**config.mk**
```make
export PLATFORM = sky130hd
export DESIGN_NAME = srat_front
export DESIGN_NICKNAME = d
export VERILOG_FILES = /design/src/hw/rtl/srat_pkg.sv /design/src/hw/rtl/srat_front.sv
export SDC_FILE = /design/constraint.sdc
export NUM_CORES = 1
export LEC_CHECK = 0
export BUFFER_PORTS_ARGS = -buffer_cell sky130_fd_sc_hd__buf_4
export CORE_AREA = 2 2 177 92
export CTS_CLUSTER_SIZE = 25
export DETAILED_ROUTE_END_ITERATION = 6
export DIE_AREA = 0 0 179 94
export GPL_TIMING_DRIVEN = 0
export PLACE_DENSITY_LB_ADDON = 0.05
export SLEW_MARGIN = 15
export SYNTH_ARGS = -nofsm -noshare
export SYNTH_HDL_FRONTEND = slang
export SYNTH_SLANG_ARGS = --single-unit
```
**constraint.sdc**
```tcl
create_clock -name clk_i -period 12.48 [get_ports clk_i]
set_input_delay 1.248 -clock clk_i [delete_from_list [all_inputs] [get_ports clk_i]]
set_output_delay 1.248 -clock clk_i [all_outputs]
set_load 0.03 [all_outputs]
```
**src/hw/rtl/srat_pkg.sv**
```systemverilog
// Shared types, constants and the gamma table function of the sample resolve tone map unit.
`default_nettype none
package srat_pkg;
  localparam int SampleW = 24;
  localparam int PixW = 16;
  localparam int CfgW = 11;
  localparam int PaddrW = 3;
  localparam int MaxSamplesDef = 1024;
  localparam int SampleFracBitsDef = 16;
  localparam int GammaDepthDef = 256;
  localparam int QueueDepth = 2;
  localparam int XW = 20;
  localparam int PolyW = 38;
  localparam int NumW = 42;
  localparam int DvdW = 60;
  localparam int DvsW = 44;
  localparam logic [17:0] AcesA = 18'd164495;
  localparam logic [17:0] AcesB = 18'd1966;
  localparam logic [17:0] AcesC = 18'd159252;
  localparam logic [17:0] AcesD = 18'd38666;
  localparam logic [17:0] AcesE = 18'd9175;
  localparam logic [XW-1:0] XMax = XW'(8 << 16);

  typedef struct packed {
    logic [SampleW-1:0] sample_red;
    logic [SampleW-1:0] sample_green;
    logic [SampleW-1:0] sample_blue;
  } sample_t;

  typedef struct packed {
    logic [PixW-1:0] pixel_red;
    logic [PixW-1:0] pixel_green;
    logic [PixW-1:0] pixel_blue;
  } pixel_t;

  typedef struct packed {
    logic full;
    logic empty;
  } fifo_st_t;

  typedef enum logic [3:0] {
    BkIdle, BkMeanStart, BkMeanWait, BkPoly1, BkPoly2, BkTStart, BkTWait,
    BkGam1, BkGam2, BkGam3, BkOut
  } bk_state_e;

  function automatic logic [15:0] gamma_val(input int unsigned i, input int unsigned d1);
    logic [255:0] rhs;
    logic [255:0] lhs;
    int unsigned lo;
    int unsigned hi;
    int unsigned mid;
    rhs = 256'd1;
    for (int k = 0; k < 5; k++) rhs = rhs * 256'(i);
    for (int k = 0; k < 11; k++) rhs = rhs * 256'(131070);
    lo = 0;
    hi = 65535;
    while (lo < hi) begin
      mid = (lo + hi + 1) / 2;
      lhs = 256'd1;
      for (int k = 0; k < 11; k++) lhs = lhs * 256'(2 * mid - 1);
      for (int k = 0; k < 5; k++) lhs = lhs * 256'(d1);
      if (lhs <= rhs) lo = mid;
      else hi = mid - 1;
    end
    return 16'(lo);
  endfunction
endpackage
`default_nettype wire

```
**src/hw/rtl/srat_front.sv**
```systemverilog
// Front end: clamps samples, accumulates channel sums and queues finished pixels.
`default_nettype none
module srat_front #(
  parameter int MaxSamples = srat_pkg::MaxSamplesDef,
  parameter int SampleFracBits = srat_pkg::SampleFracBitsDef,
  parameter int SumW = 30,
  parameter int NW = 11
) (
  input  wire logic                       clk_i,
  input  wire logic                       rst_ni,
  input  wire srat_pkg::sample_t          sample_i,
  input  wire logic                       sample_valid_i,
  output logic                            sample_ready_o,
  input  wire logic [srat_pkg::CfgW-1:0]  spp_i,
  input  wire srat_pkg::fifo_st_t         fifo_st_i,
  output logic                            push_o,
  output logic [3*SumW+NW-1:0]            job_o
);
  localparam int CntW = (MaxSamples > 1) ? $clog2(MaxSamples) : 1;
  localparam int LimW = (SampleFracBits + 4 > srat_pkg::SampleW) ?
                        SampleFracBits + 4 : srat_pkg::SampleW;
  localparam logic [LimW-1:0] Lim = LimW'(8) << SampleFracBits;

  logic [SumW-1:0] r_q, g_q, b_q, r_d, g_d, b_d;
  logic [CntW-1:0] cnt_q, cnt_d;
  logic [NW-1:0]   n;
  logic [LimW-1:0] er, eg, eb, cr, cg, cb;
  logic            accept, last;

  assign sample_ready_o = !fifo_st_i.full;
  assign accept = sample_valid_i && sample_ready_o;

  always_comb begin
    if (spp_i == '0) n = NW'(1);
    else if (32'(spp_i) > 32'(MaxSamples)) n = NW'(MaxSamples);
    else n = NW'(spp_i);
    er = LimW'(sample_i.sample_red);
    eg = LimW'(sample_i.sample_green);
    eb = LimW'(sample_i.sample_blue);
    cr = (er > Lim) ? Lim : er;
    cg = (eg > Lim) ? Lim : eg;
    cb = (eb > Lim) ? Lim : eb;
    last = !(32'(cnt_q) + 32'd1 < 32'(n));
    r_d = r_q + SumW'(cr);
    g_d = g_q + SumW'(cg);
    b_d = b_q + SumW'(cb);
    cnt_d = cnt_q + CntW'(1);
  end

  assign push_o = accept && last;
  assign job_o = {r_d, g_d, b_d, n};

  always_ff @(posedge clk_i or negedge rst_ni) begin
    if (!rst_ni) begin
      r_q <= '0;
      g_q <= '0;
      b_q <= '0;
      cnt_q <= '0;
    end else if (accept) begin
      if (last) begin
        r_q <= '0;
        g_q <= '0;
        b_q <= '0;
        cnt_q <= '0;
      end else begin
        r_q <= r_d;
        g_q <= g_d;
        b_q <= b_d;
        cnt_q <= cnt_d;
      end
    end
  end
endmodule
`default_nettype wire

```
==> run metrics, run 1 <==
outcome finished, final reports clean; largest net degree at the start of global routing just over 100; Worst Min Path Start b_q[9]; count leader, synth nand2_1; Post-Syn Area 9070 sq um; # DRC 0; global route total overflow 0; max_cap viols 0; CTS tree built; worst r2r src cnt_q[2]; via density per instance 6.10; Main synth FF type dfrtp_1; die span in x around 180 um; Setup crit end job_o[99]; endpoints failing setup 0; critical path class input port to output port; Power Dens Cells roughly 180 nW/um^2; Worst Skew between 0.008 and 0.009 ns; H-tree levels 3; cts bufs inserted 9; GRT Util Overall between 30% and 40%; Tcrit/Tclk final a little under three fifths; CTS-repair resized insts 0; CP max FO 10; Slew Viols, Final 0; first-pass GRT wire length 44.1 mm; Worst Setup End Kind output port; post-DP HPWL roughly 21 mm; ranking of synthesized cells by area dfrtp_1, ha_1, nand2_1; clock-pin slew on the worst setup and hold paths ~0.080 ns; crit path launch sample_i[70]; initial antenna violation count 0; Worst Path Arrival approximately 5.7 ns; share of cells above drive strength 1 17.4%; register area share after synthesis 27.6%; Starting Density between 50% and 60%; worst-margin pin slew 0.980 ns; CTS max path bufs 2; Distinct cells, synth 76; clock latency on the worst-skew pair 0.37 ns; Post-synth EDFFs 0; WL/cell around 18 um; FFs w/ async S/R, synth 100%; vias in the first global route around 9000; final total power around 2.1 mW; Post-CTS Hold Fix Bufs 0; RSZ-0062 raised after global routing no; placed instance area around 11000 sq um; cells after synthesis 1118; drt total wl 27.2 mm; Yosys reg bits 100; top cell type's share of synthesized area between 20 and 30%; RePlAce Congestion between 0.9 and 1; core area about 15000 sq um; Reg2Reg Setup Slack 8.24 ns; area grow syn2layout 22.3%; clk root buf clkbuf_16; clock sinks 100; Row Count 32; RR Endpoint g_q[8]; Hold WC Path Type flip-flop to flip-flop; NumNets Final 1503; Final min period about 7 ns; Critical Path Source Type input port; worst path required time 11.23 ns; DRT iter0 DRCs 692; Die Area between 15000 and 20000 sq um; final hold vios 0; port bufs approximately 190; DR vias between 9000 and 10000; area leader, netlist dfrtp_1; Synth Warn # 0; post-CTS setup buffers 0; Antenna Cells 0; Max Freq 143 MHz; Slew headroom 34.7%; synth cell count leaders nand2_1, dfrtp_1, ha_1, nor2_1, o21ai_0; Synth Area per Inst a little over 8 sq um; setup TNS 0 ns; I/O Pins between 150 and 200; post-route cell area between 10000 and 15000 sq um; drt pass-1 iters 5; FF-to-FF path depth 13; Static Leak between 5 and 6 nW; Worst VDD drop ~0.18 mV; antenna-violating nets left 0; Die Ht around 94 um
routing by layer:
metal	global-route usage (%)	vias up	routed length, um
met2	56.9	369	12700
met3	6.96	38	2330
li1	-	4467	-
met5	0	-	0
met4	8.74	0	374
met1	43.2	4503	11800
worst max-delay path: stages:
cell       delay [ns]
buf_4            0.11
nor4_1           0.34
nor2b_1          0.47
inv_1            0.19
o21ai_0          0.14
clkbuf_1         0.30
and2_1           0.19
ha_1             0.21
inv_1            0.07
fa_1             0.41
nor2b_1          0.18
o31a_1           0.21
o211a_1          0.20
o21ai_1          0.17
o31ai_2          0.51
o2bb2ai_2        0.25
nand3_1          0.18
xnor2_1          0.17
buf_4            0.18
per-stage QoR:
step | util [%] | setup slack (ns) | std cells | hold slack [ns]
6_report | 73.1 | 5.49 | 1538 | 0.484
2_1_floorplan | - | 6.33 | 1129 | 0.445
5_1_grt | 73.1 | 4.93 | 1538 | 0.517
3_3_place_gp | 71.1 | 5.68 | 1522 | 0.460
4_1_cts | 73.1 | 5.55 | 1538 | 0.484
3_5_place_dp | 71.1 | 5.56 | 1522 | 0.464
area by class of cell:
class	instances	area, sq um
clock buffers	9	225
plain buffers	44	165
multi-input cells	940	6270
flip-flops and latches	100	2500
inverters	45	169
well taps	204	255
fillers	1240	4080
clock inverters	7	81.3
repair buffers	189	1420
worst min path at each step:
| stage | slack [ns] | to | cells past startpoint |
|---|---|---|---|
| 2_1_floorplan | 0.45 | b_q[5] | 2 |
| 3_3_place_gp | 0.46 | b_q[9] | 2 |
| 3_5_place_dp | 0.46 | b_q[9] | 2 |
| 4_1_cts | 0.48 | b_q[9] | 2 |
| 5_1_grt | 0.52 | r_q[9] | 2 |
| 6_report | 0.48 | b_q[9] | 2 |
report_power, final:
group	switching (mW)	internal [mW]	total, mW
combinational	0.775	0.473	1.25
clock	0.145	0.159	0.304
sequential	0.0767	0.422	0.499
kinds of logic (layout without fill, tap and decap cells):
kind of cell,after synthesis,count (layout),synth area share [%]
XOR/XNOR,78,78,7.54
adder cells (fa/ha/maj),86,86,12.1
other,1,12,0.0414
AO/OA/AOI/OAI,331,331,25.6
flip-flops,100,100,27.6
AND/OR/NAND/NOR,432,432,23.4
buffers and inverters,89,294,3.68
multiplexers,1,1,0.110
cells in the final DEF, fill, tap and decap left out, types with 13 or more instances in the layout:
cell type  instances
xnor2_1           53
nor3_1            15
xor2_1            25
ha_1              83
o21ai_0           72
nand2_1          148
a21oi_1           62
a21o_1            26
nor4_1            18
nand3_1           38
buf_4            188
nor2b_1           26
inv_1             44
dfrtp_1          100
clkbuf_1          43
nor2_1            76
and2_1            59
nand4_1           13
a22o_1            36
o21a_1            13
state kept, by name, summed over array words and instances, names as in the netlist:
name	count
b_q	30
g_q	30
r_q	30
cnt_q	10
(Power assumes the default switching activity.)
==> inputs of run 2 (changes only) <==
--- a/config.mk
+++ b/config.mk
@@ -6,10 +6,10 @@
 export NUM_CORES = 1
 export LEC_CHECK = 0
 export BUFFER_PORTS_ARGS = -buffer_cell sky130_fd_sc_hd__buf_4
-export CORE_AREA = 2 2 177 92
+export CORE_AREA = 2 2 182 95
 export CTS_CLUSTER_SIZE = 25
 export DETAILED_ROUTE_END_ITERATION = 6
-export DIE_AREA = 0 0 179 94
+export DIE_AREA = 0 0 184 97
 export GPL_TIMING_DRIVEN = 0
 export PLACE_DENSITY_LB_ADDON = 0.05
 export SLEW_MARGIN = 15
==> constraint.sdc (replaced) <==
create_clock -name clk_i -period 6.9 [get_ports clk_i]
set_input_delay 0.69 -clock clk_i [delete_from_list [all_inputs] [get_ports clk_i]]
set_output_delay 0.69 -clock clk_i [all_outputs]
set_load 0.03 [all_outputs]
==> run metrics, run 2 (synthesis results as in run 1) <==
cts bufs inserted 9; Starting Density 56.3%; Hold WC Path Type input port to asynchronous set/reset pin; drt total wl between 20 and 30 mm; largest net degree at the start of global routing a little over 100; multi-input logic area 6270 sq um; # DRC 0; Power Dens Cells approximately 340 nW/um^2; Post-CTS Hold Fix Bufs 0; antenna-violating nets left 0; post-route cell area about 11000 sq um; Worst Path Arrival ~5.6 ns; CTS-repair resized insts 0; RSZ-0062 raised after global routing no; H-tree levels 3; initial antenna violation count 0; NumNets Final ~1500; CP max FO 10; worst slack at placement approximately 0.81 ns; Slew Viols, Final 0; port bufs 189; largest registers in the final layout b_q x30, g_q x30, r_q x30; post-CTS setup buffers 0; area grow syn2layout 22.5%; Die Area 17800 sq um; CTS tree built; Worst Setup Slack, final 0.658 ns; via density per instance 6.13; cell chain of the critical path buf_4, nor4_1, nor2b_1, inv_1, o21ai_0, clkbuf_1, and2_1, ha_1, inv_1, fa_1, nor2b_1, o31a_1, o211a_1, o21ai_1, o31ai_2, o2bb2ai_2, nand3_1, xnor2_1, buf_4; RePlAce Congestion a little under 1; clock sinks 100; DR vias ~9500; max_cap viols 0; placed instance area 10800 sq um; final cell count without fillers between 1500 and 2000; GRT Util Overall about a third; worst-margin pin slew 0.995 ns; final hold vios 0; CTS max path bufs 2; worst path required time ~6.2 ns; Die Ht a little under 100 um; endpoints failing setup 0; Critical Path Source Type input port; Static Leak between 5 and 6 nW; WL/cell between 15 and 20 um; core area 16100 sq um; outcome finished, final reports clean; setup TNS 0 ns; Worst VDD drop just over 0.2 mV; CP max stage delay roughly 0.58 ns; drt pass-1 iters 5; I/O Pins around 190; DRT iter0 DRCs between 1000 and 1500; Worst Setup End Kind output port; final total power ~3.8 mW; Top delay family on crit path simple AND/OR/NAND/NOR gates; Final min period roughly 6.2 ns; Sequential cell area ~2500 sq um; global route total overflow 0; DP Cell Count about 1500; post-DP HPWL 23.2 mm; Antenna Cells 0; Max Freq 160 MHz; share of cells above drive strength 1 17.4%; most frequent cells in the layout buf_4, nand2_1, dfrtp_1; die span in x around 180 um; Min Hold Slack 0.403 ns; clk root buf clkbuf_16; clock latency on the worst-skew pair between 0.3 and 0.4 ns; Worst Skew between 0.01 and 0.015 ns; first-pass GRT wire length between 40 and 50 mm; most common cell after layout, fill and taps aside buf_4; Slew headroom 33.7%; Row Count 33; buffers plus inverters on the worst setup path 5; vias in the first global route 8483; clock-pin slew on the worst setup and hold paths around 0.07 ns; critical path class input port to output port; slowest cell on the critical path o31ai_2; FILL cells approximately 1400; Tcrit/Tclk final between 90% and 100%; final core utilization between 60% and 70%
run 2: cell types whose count changed in the layout (fill, tap and decap cells not counted), sizes merged:
cell / change
clkbuf: +2
inv: -3
clkinvlp: +1
run 2: metal layers:
metal	global-route usage (%)	share of wire (%)	vias up
li1	-	-	4457
met1	57.0	50	4490
met2	43.4	38	491
met3	6.33	11	29
met4	5.29	0.94	0
met5	0	0	-
run 2: worst paths after layout:
check / from / to / slack, ns / cells past startpoint
min in group clk_i: b_q[6] / b_q[6] / 0.48 / 2
worst max-delay path: sample_i[70] / job_o[99] / 0.66 / 19
max in group asynchronous: rst_ni / r_q[28] / 5.76 / 1
worst min-delay path: rst_ni / b_q[3] / 0.40 / 1
worst min register to register: b_q[6] / b_q[6] / 0.48 / 2
worst max register to register: cnt_q[2] / g_q[10] / 2.69 / 13
run 2: power by group:
group	switching, mW	internal (mW)	total, mW
Clock	0.246	0.302	0.549
Combinational	1.45	0.858	2.31
Sequential	0.138	0.764	0.902
Total	1.84	1.92	3.76
run 2: final cells by class:
cell class | count | area share [%]
flip-flops and latches | 100 | 22.5
repair buffers | 189 | 12.8
multi-input cells | 940 | 56.5
well taps | 210 | 2.37
inverters | 45 | 1.52
clock inverters | 5 | 0.541
plain buffers | 44 | 1.49
clock buffers | 11 | 2.28
run 2: worst reg2reg max path, cell delays in order (launching register included):
cell and delay, ns:
dfrtp_1 0.43, and3_1 0.20, and3_1 0.15, clkbuf_1 0.21
nand3_1 0.12, xnor2_1 0.25, ha_1 0.31, and2_1 0.15
a221oi_1 0.25, o21ai_0 0.16, a21o_1 0.25, nor2_1 0.75
clkbuf_1 0.67, a22o_1 0.26
