File: config.mk
export PLATFORM = sky130hd
export DESIGN_NAME = srat_fifo
export DESIGN_NICKNAME = d
export VERILOG_FILES = /design/src/hw/rtl/srat_pkg.sv /design/src/hw/rtl/srat_fifo.sv
export SDC_FILE = /design/constraint.sdc
export NUM_CORES = 1
export LEC_CHECK = 0
export BUFFER_PORTS_ARGS = -buffer_cell sky130_fd_sc_hd__buf_2
export CORE_MARGIN = 5
export CORE_UTILIZATION = 35
export DETAILED_ROUTE_END_ITERATION = 8
export GPL_TIMING_DRIVEN = 0
export PLACE_DENSITY_LB_ADDON = 0.2
export SYNTH_ARGS = -nofsm -noshare
export SYNTH_HDL_FRONTEND = slang
export SYNTH_SLANG_ARGS = --single-unit
File: constraint.sdc
create_clock -name clk_i -period 1.3 [get_ports clk_i]
set_clock_uncertainty 0.05 [all_clocks]
set_input_delay 0.13 -clock clk_i [delete_from_list [all_inputs] [get_ports clk_i]]
set_output_delay 0.13 -clock clk_i [all_outputs]
set_load 0.05 [all_outputs]
File: src/hw/rtl/srat_pkg.sv
// Shared types, constants and the gamma table function of the sample resolve tone map unit.
`default_nettype none
package srat_pkg;
  localparam int SampleW = 24;
  localparam int PixW = 16;
  localparam int CfgW = 11;
  localparam int PaddrW = 3;
  localparam int MaxSamplesDef = 1024;
  localparam int SampleFracBitsDef = 16;
  localparam int GammaDepthDef = 256;
  localparam int QueueDepth = 2;
  localparam int XW = 20;
  localparam int PolyW = 38;
  localparam int NumW = 42;
  localparam int DvdW = 60;
  localparam int DvsW = 44;
  localparam logic [17:0] AcesA = 18'd164495;
  localparam logic [17:0] AcesB = 18'd1966;
  localparam logic [17:0] AcesC = 18'd159252;
  localparam logic [17:0] AcesD = 18'd38666;
  localparam logic [17:0] AcesE = 18'd9175;
  localparam logic [XW-1:0] XMax = XW'(8 << 16);

  typedef struct packed {
    logic [SampleW-1:0] sample_red;
    logic [SampleW-1:0] sample_green;
    logic [SampleW-1:0] sample_blue;
  } sample_t;

  typedef struct packed {
    logic [PixW-1:0] pixel_red;
    logic [PixW-1:0] pixel_green;
    logic [PixW-1:0] pixel_blue;
  } pixel_t;

  typedef struct packed {
    logic full;
    logic empty;
  } fifo_st_t;

  typedef enum logic [3:0] {
    BkIdle, BkMeanStart, BkMeanWait, BkPoly1, BkPoly2, BkTStart, BkTWait,
    BkGam1, BkGam2, BkGam3, BkOut
  } bk_state_e;

  function automatic logic [15:0] gamma_val(input int unsigned i, input int unsigned d1);
    logic [255:0] rhs;
    logic [255:0] lhs;
    int unsigned lo;
    int unsigned hi;
    int unsigned mid;
    rhs = 256'd1;
    for (int k = 0; k < 5; k++) rhs = rhs * 256'(i);
    for (int k = 0; k < 11; k++) rhs = rhs * 256'(131070);
    lo = 0;
    hi = 65535;
    while (lo < hi) begin
      mid = (lo + hi + 1) / 2;
      lhs = 256'd1;
      for (int k = 0; k < 11; k++) lhs = lhs * 256'(2 * mid - 1);
      for (int k = 0; k < 5; k++) lhs = lhs * 256'(d1);
      if (lhs <= rhs) lo = mid;
      else hi = mid - 1;
    end
    return 16'(lo);
  endfunction
endpackage
`default_nettype wire

File: src/hw/rtl/srat_fifo.sv
// Short queue of finished pixel sums between front and back.
`default_nettype none
module srat_fifo #(
  parameter int Width = 8,
  parameter int Depth = srat_pkg::QueueDepth
) (
  input  wire logic              clk_i,
  input  wire logic              rst_ni,
  input  wire logic              push_i,
  input  wire logic [Width-1:0]  data_i,
  input  wire logic              pop_i,
  output logic [Width-1:0]       data_o,
  output srat_pkg::fifo_st_t     st_o
);
  localparam int PtrW = (Depth > 1) ? $clog2(Depth) : 1;

  logic [Width-1:0] mem_q [Depth];
  logic [PtrW-1:0]  wp_q, rp_q;
  logic [PtrW:0]    cnt_q;

  assign st_o.full = (32'(cnt_q) == 32'(Depth));
  assign st_o.empty = (cnt_q == '0);
  assign data_o = mem_q[rp_q];

  always_ff @(posedge clk_i) begin
    if (push_i) mem_q[wp_q] <= data_i;
  end

  always_ff @(posedge clk_i or negedge rst_ni) begin
    if (!rst_ni) begin
      wp_q <= '0;
      rp_q <= '0;
      cnt_q <= '0;
    end else begin
      if (push_i) wp_q <= (32'(wp_q) == Depth - 1) ? '0 : wp_q + PtrW'(1);
      if (pop_i) rp_q <= (32'(rp_q) == Depth - 1) ? '0 : rp_q + PtrW'(1);
      if (push_i && !pop_i) cnt_q <= cnt_q + (PtrW+1)'(1);
      else if (pop_i && !push_i) cnt_q <= cnt_q - (PtrW+1)'(1);
    end
  end
endmodule
`default_nettype wire

==> results of run 1 <==
[power by group]
| part | internal (uW) | switching (uW) | total, uW |
|---|---|---|---|
| Combinational | 549 | 770 | 1320 |
| Sequential | 870 | 63.8 | 934 |
| Clock | 119 | 166 | 285 |
[layer usage]
metal	up-vias	part of all wire, %
met5	-	0
met4	0	0
met3	0	7.4
met2	11	49
met1	231	44
li1	223	-
[timing repair]
| item | in CTS | in global routing |
|---|---|---|
| gates resized for setup | 18 | 4 |
| pin swaps | 0 | 2 |
| buffers inserted | 2 | 1 |
| endpoints found under the setup margin | 17 | 11 |
| endpoints found under the hold margin | 22 | 0 |
| hold buffers | 11 | 0 |
[Yosys cell counts]
master / number / area share, %
ha_1: 1 / 1.6
edfxtp_1: 16 / 62
dfrtp_1: 4 / 13
xnor2_1: 1 / 1.1
mux2_2: 8 / 12
nor2_1: 2 / 0.97
nor2b_1: 1 / 0.81
and2b_2: 1 / 1.1
inv_1: 1 / 0.49
xor2_1: 4 / 4.5
and2_1: 1 / 0.81
buf_6: 1 / 1.5
[per-stage QoR]
stage                     util, %  hold WS [ps]
after floorplan                 -          -216
after global placement       42.4          -110
after detailed placement     42.4          -109
after CTS                    52.0           112
after global routing         52.5           105
final                        52.5           108
[flip-flops by register name (all words and copies together), names as in the netlist]
register / count
mem_q: 16
cnt_q: 2
rp_q: 1
wp_q: 1
[cell families (layout without fill, tap and decap cells)]
family | after synthesis | after routing | synth area share, %
flops | 20 | 20 | 75.3
mux | 8 | 8 | 11.7
xor+xnor | 5 | 5 | 5.68
simple gates | 5 | 5 | 3.74
buf+inv | 2 | 40 | 1.95
fa+ha+maj | 1 | 1 | 1.62
[worst max path at each step]
stage,slack [ps],end,start,cells past startpoint
final,-160,data_o[1],rp_q,3
after global routing,-240,data_o[1],rp_q,3
after CTS,-190,data_o[1],rp_q,3
after detailed placement,-170,mem_q[0][5],wp_q,1
after global placement,-130,mem_q[0][5],wp_q,1
after floorplan,60,st_o[0],cnt_q[0],1
[area by class of cell]
type / instances / area [um2]
Sequential cell: 20 / 581
Clock buffer: 4 / 26.3
Timing Repair Buffer: 34 / 294
Multi-Input combinational cell: 19 / 178
Buffer: 1 / 11.3
Inverter: 1 / 3.75
Tap cell: 28 / 35.0
Fill cell: 199 / 1020
==> results.toml, run 1 <==
[outcome]
status = "finished with violations"
violations = "negative setup slack"

[grt]
busiest_layer = "met2"
grt_usage_pct = 8.38
antenna_found_initial = 0
grt-ovfl-total = 0
grt_pass1_wl_um = 2020
grt_max_degree = 12
grtUsageMet2_pct = 13.2
use_met1_pct = 9.88
grtUsageMet3_pct = 2.76
grt_pass1_vias = 486

[routing]
postRouteAntennaNets = 0
avgViaCountPerCell = 4.35
drc = 0
drtIter0Drc = 3
via_count = 465
first_pass_iters = 3
wire_per_inst_um = 11.3
routed_wl_um = 1200

[layout]
layout.cells.non_filler = 107
final_nets = 93
n_antenna_cell = 0
syn_to_final_growth_pct = 46.4
final_common_cell = "edfxtp_1"
final_cell_mix = "16 x edfxtp_1, 10 x buf_6, 10 x dlygate4sd3_1, 10 x buf_2, 8 x mux2_2"
drive_gt1_share_pct = 46.8
final_area_mm2 = 0.00113

[sta]
worst_slew_pin_slew_ps = 466
fin_crit_sh_pct = 112
tns_ps = -1250
setup_viol = 8
setup_slack_ps = -161
maxSlewViolCount = 0
max_freq_ghz = 0.684
finalHoldViolations = 0
period_needed_ps = 1460
slew_headroom_pct = 68.8
rsz0062_at_grt = "true"

[hold_path]
min_path_cells = 2
hp-start = "pop_i"
min_to = "rp_q"
hold_class = "input pin to register"

[worst_setup_path]
rr_worst_depth = 1
critPathCaptureType = "primary output"
criticalPathCategory = "register to primary output"
critPathMaxStageDelay_ps = 350
path_max_fanout = 9
required_ps = 1120
reg2reg_setup_slack_ps = 80
arrival_ps = 1280
start_kind = "register"
rr_startpoint = "wp_q"
crit_slowest_cell = "dfrtp_1"
r2r_end = "mem_q[0][7]"
path_buf_inv = 2
crit_top_cell = "buf_6"
path_delay_family = "flip-flops"
cp_cell_sequence = "buf_6 -> mux2_2 -> buf_6"

[clocking]
numClockSinks = 20
cts_root_buf = "clkbuf_4"
cts_tree = "yes"
cts.htree.levels = 1
clock_path_buffers = 2
clock_latency_ps = 280
cts_made_buffers = 3
path_clk_slew_ps = 100

[placement]
place_ws_ps = -174
io_buffers = 21
postPlaceCellArea_um2 = 911
placed_cells = 90
gp_congestion = 0.609
place_hpwl_um = 844

[flow_run]
max-cap-violations = 0

[floorplanning]
start_util_pct = 35.9
die_area_mm2 = 0.00324
fp-row-count = 17
pin_count = 22
die_y_um = 56.9
die-width_um = 56.9
coreArea_mm2 = 0.00215

[synth]
ys_warn_count = 0
synth_seq_area_share_pct = 75.3
synth_area_um2 = 771
syn-num-nets = 54
postSynthAreaPerCell_um2 = 18.8
synth.distinct_cells = 12
synthCells = 41
ys_ff_latch = 20

[power_and_ir_drop]
p_per_area_mw_per_mm2 = 2250
finalPower_uw = 2540
power_leakage_uw = 0.000467
vdd_drop_max_mv = 1.05
Note: power is estimated with default switching activity, not from simulation.
==> run 2, diff against run 1 <==
--- a/config.mk
+++ b/config.mk
@@ -6,11 +6,11 @@
 export NUM_CORES = 1
 export LEC_CHECK = 0
 export BUFFER_PORTS_ARGS = -buffer_cell sky130_fd_sc_hd__buf_2
+export CAP_MARGIN = 10
 export CORE_MARGIN = 5
 export CORE_UTILIZATION = 35
 export DETAILED_ROUTE_END_ITERATION = 8
 export GPL_TIMING_DRIVEN = 0
-export PLACE_DENSITY_LB_ADDON = 0.2
 export SYNTH_ARGS = -nofsm -noshare
 export SYNTH_HDL_FRONTEND = slang
 export SYNTH_SLANG_ARGS = --single-unit
==> results.toml, run 2 (same netlist as run 1, synthesis figures left out) <==
[outcome]
status = "finished with violations"
violations = "negative setup slack"

[worst_setup_path]
path_buf_inv = 2
critPathCaptureType = "primary output"
start_kind = "register"
reg2reg_setup_slack_ps = 110
crit_slowest_cell = "dfrtp_1"
startpoint = "rp_q"
required_ps = 1120
cp_cell_sequence = "buf_6 -> mux2_4 -> buf_8"
rr_startpoint = "wp_q"
criticalPathCategory = "register to primary output"
critical_path_cell_count = 3
rr_worst_depth = 1
arrival_ps = 1310
path_max_fanout = 5
crit_path_end = "data_o[5]"
path_delay_family = "flip-flops"
r2r_end = "mem_q[0][4]"
critPathMaxStageDelay_ps = 420

[layout]
largest_register_ffs = 16
largest_register = "mem_q"
reg.largest.list = "mem_q (16), cnt_q (2)"
final_common_cell = "edfxtp_1"
final_nets = 95
final-seq-area_um2 = 581
final_cell_mix = "16 x edfxtp_1, 11 x dlygate4sd3_1, 11 x buf_2, 6 x mux2_4, 6 x buf_8"
fillCellCount = 164
layout.cells.non_filler = 109
fin_util_pct = 55.7
multiInputGateArea_um2 = 200
drive_gt1_share_pct = 49.4
syn_to_final_growth_pct = 55.4
n_antenna_cell = 0

[floorplanning]
coreArea_mm2 = 0.00215
start_util_pct = 35.9
die_y_um = 56.9
fp-row-count = 17
die_area_mm2 = 0.00324
die-width_um = 56.9
pin_count = 22

[clocking]
path_clk_slew_ps = 100
clock_path_buffers = 2
cts_tree = "yes"
clock_latency_ps = 280
cts_root_buf = "clkbuf_4"
numClockSinks = 20
cts.htree.levels = 1
cts_made_buffers = 3

[power_and_ir_drop]
p_comb_share_pct = 53.7
netSwitchingFraction_pct = 37.9
switching_power_uw = 1050
seqPwrFrac_pct = 34.3
power_frac_clock_pct = 12.0
power_leakage_uw = 0.000507
vdd_drop_max_mv = 1.02
power.internal_uw = 1730
p_per_area_mw_per_mm2 = 2320

[routing]
wire_per_inst_um = 12.6
routed_wl_um = 1370
postRouteAntennaNets = 0
via_count = 459
avgViaCountPerCell = 4.21
drc = 0
drtIter0Drc = 4
first_pass_iters = 4

[flow_run]
max-cap-violations = 0

[grt]
antenna_found_initial = 0
grt_pass1_wl_um = 2090
grt_pass1_vias = 492
grt-ovfl-total = 0
grt_usage_pct = 8.90
grt_max_degree = 12

[sta]
setup_slack_ps = -188
period_needed_ps = 1490
finalHoldViolations = 0
slew_headroom_pct = 71.2
setup_viol = 8
fin_crit_sh_pct = 114
rsz0062_at_grt = "true"
worst_slew_pin_slew_ps = 430
maxSlewViolCount = 0
max_freq_ghz = 0.672

[placement]
place_hpwl_um = 901
place_ws_ps = -137
gp_congestion = 0.594
io_buffers = 21
placed_cells = 90

[hold_path]
hold_class = "input pin to asynchronous set/reset pin"
-- run 2: cell types whose count changed in the layout (fill, tap and decap cells not counted), sizes merged --
cell          change
dlymetal6s4s      -1
dlygate4sd3       +1
buf               +2
-- run 2: routing by layer --
metal | GRT usage [%] | vias up | wire length (um)
met5 | 0 | - | 0
met4 | 6.95 | 0 | 25
li1 | - | 226 | -
met3 | 2.53 | 2 | 60
met2 | 15.3 | 12 | 736
met1 | 8.85 | 219 | 551
-- run 2: through the flow --
stage	total power [uW]	hold WS, ps	cell area (um2)	setup TNS (ps)
4_1_cts	2610	102	1130	-1450
2_1_floorplan	1780	-216	771	0
3_5_place_dp	2000	-110	911	-1090
6_report	2780	114	1200	-1450
3_3_place_gp	1980	-110	911	-1010
5_1_grt	2920	92.2	1200	-1990
-- run 2: what timing repair did --
item | in CTS | in global routing
gates cloned | 0 | 1
endpoints found under the setup margin | 17 | 10
buffers inserted | 3 | 0
hold buffers | 11 | 0
hold endpoints to repair | 22 | 0
resized for setup | 18 | 17
-- run 2: worst min-delay path by stage --
stage                start       end  slack (ps)  cells past startpoint
floorplan           rst_ni  cnt_q[0]        -220                      0
global route        rst_ni  cnt_q[1]          90                      2
CTS                 rst_ni  cnt_q[0]         100                      2
detailed placement  rst_ni  cnt_q[0]        -110                      1
finish              rst_ni  cnt_q[0]         110                      2
global placement    rst_ni  cnt_q[0]        -110                      1
-- run 2: power by group through the flow --
| stage | clock, uW | combinational (uW) | sequential [uW] |
|---|---|---|---|
| 5_1_grt | 383 | 1560 | 977 |
| 6_report | 334 | 1490 | 954 |
| 3_5_place_dp | 0 | 1040 | 962 |
| 3_3_place_gp | 0 | 1030 | 949 |
| 2_1_floorplan | 0 | 844 | 941 |
| 4_1_cts | 352 | 1310 | 942 |
-- run 2: cell type report --
type,count,area share (%)
sequential,20,48.5
timing repair buffer,36,27.6
multi-input combinational,19,16.7
clock buffer,4,3.03
tap,28,2.93
buffer,1,0.940
inverter,1,0.313
==> run 3, diff against run 2 <==
--- a/config.mk
+++ b/config.mk
@@ -8,9 +8,11 @@
 export BUFFER_PORTS_ARGS = -buffer_cell sky130_fd_sc_hd__buf_2
 export CAP_MARGIN = 10
 export CORE_MARGIN = 5
-export CORE_UTILIZATION = 35
+export CORE_UTILIZATION = 43
+export CTS_CLUSTER_SIZE = 14
 export DETAILED_ROUTE_END_ITERATION = 8
 export GPL_TIMING_DRIVEN = 0
+export PLACE_DENSITY = 0.71
 export SYNTH_ARGS = -nofsm -noshare
 export SYNTH_HDL_FRONTEND = slang
 export SYNTH_SLANG_ARGS = --single-unit
==> results.toml, run 3 (same netlist as run 1, synthesis figures left out) <==
[worst_setup_path]
arrival_ps = 1320
critPathCaptureType = "primary output"
reg2reg_setup_slack_ps = 90
rr_worst_depth = 1
required_ps = 1120
r2r_end = "mem_q[0][3]"
criticalPathCategory = "register to primary output"
start_kind = "register"
rr_startpoint = "wp_q"
path_max_fanout = 5

[sta]
slew_headroom_pct = 69.9
period_needed_ps = 1500
max_freq_ghz = 0.666
setup_viol = 8
tns_ps = -1540
finalHoldViolations = 0
maxSlewViolCount = 0
setup_slack_ps = -202
rsz0062_at_grt = "true"
fin_crit_sh_pct = 116
worst_slew_pin_slew_ps = 449

[grt]
grt_max_degree = 12
grt-ovfl-total = 0
antenna_found_initial = 0
grt_usage_pct = 11.2
grt_pass1_vias = 480
grt_pass1_wl_um = 2190

[routing]
wire_per_inst_um = 13.5
first_pass_iters = 3
avgViaCountPerCell = 4.50
routed_wl_um = 1420
postRouteAntennaNets = 0
drc = 0
drtIter0Drc = 2
via_count = 472

[clocking]
cts.htree.levels = 1
cts_root_buf = "clkbuf_4"
clock_path_buffers = 2
cts_tree = "yes"
path_clk_slew_ps = 110
numClockSinks = 20
cts_made_buffers = 3
clock_latency_ps = 290

[floorplanning]
die_area_mm2 = 0.00274
fp-row-count = 15
die-width_um = 52.3
start_util_pct = 45.1
die_y_um = 52.3
pin_count = 22
coreArea_mm2 = 0.00171

[power_and_ir_drop]
vdd_drop_max_mv = 1.30
power_leakage_uw = 0.000508
p_per_area_mw_per_mm2 = 2320

[layout]
largest_register = "mem_q"
final_area_mm2 = 0.00119
syn_to_final_growth_pct = 54.5
drive_gt1_share_pct = 47.5
final_common_cell = "edfxtp_1"
reg.largest.list = "mem_q (16), cnt_q (2)"
n_antenna_cell = 0
final_cell_mix = "16 x edfxtp_1, 11 x dlygate4sd3_1, 11 x buf_2, 8 x mux2_4, 8 x buf_8"
fillCellCount = 123
final_nets = 94
final-seq-area_um2 = 581
multiInputGateArea_um2 = 208
largest_register_ffs = 16
layout.cells.non_filler = 105

[placement]
postPlaceCellArea_um2 = 907
placed_cells = 87
place_hpwl_um = 856
gp_congestion = 0.684
io_buffers = 21

[flow_run]
max-cap-violations = 0

[hold_path]
hold_class = "input pin to asynchronous set/reset pin"

[outcome]
status = "finished with violations"
violations = "negative setup slack"
run 3: routing by layer:
metal | GRT usage, % | routed length (um) | vias to the layer above
met5 | 0 | 0 | -
met4 | 5.11 | 8 | 0
met3 | 2.85 | 71 | 2
met2 | 19.4 | 768 | 13
met1 | 12.8 | 567 | 231
li1 | - | - | 226
run 3: report_power, final:
part / internal, uW / leakage, uW / total [uW] / switching [uW]
sequential: 871 / 0.000197 / 951 / 79.9
clock: 112 / 0.0000154 / 285 / 174
combinational: 704 / 0.000296 / 1530 / 824
run 3: how the worst max path moves through the flow:
stage / end / depth (start not counted) / from
finish: data_o[6] / 3 / rp_q
global route: data_o[6] / 3 / rp_q
CTS: data_o[6] / 3 / rp_q
detailed placement: mem_q[0][4] / 1 / wp_q
global placement: mem_q[0][6] / 1 / wp_q
floorplan: st_o[0] / 1 / cnt_q[0]
run 3: worst max-delay path, stage by stage, from the launching register on:
cell	delay, ps
dfrtp_1	420
buf_6	150
mux2_4	310
buf_8	150
run 3: layout make-up:
class                   count  share of cell area, %
well taps                  25                   2.63
plain buffers               1                  0.945
repair buffers             35                   27.7
flip-flops and latches     20                   48.7
multi-input cells          19                   17.4
clock inverters             1                  0.315
clock buffers               3                   1.89
inverters                   1                  0.315
run 3: repair_timing:
| item | in CTS | in global routing |
|---|---|---|
| hold endpoints to repair | 21 | 1 |
| setup endpoints to repair | 17 | 10 |
| hold buffers | 10 | 1 |
| pin swaps | 0 | 0 |
| gates resized for setup | 36 | 3 |
| gates cloned | 1 | 0 |
| buffers inserted | 2 | 0 |
run 3: through the flow:
step,utilization [%],setup slack (ps),hold slack [ps],power (uW)
after floorplan,-,64.9,-216,1780
after global placement,53.1,-98.9,-109,1980
after detailed placement,53.1,-121,-108,2000
after CTS,68.8,-216,0.819,2750
after global routing,69.7,-254,121,2900
final,69.7,-202,121,2760
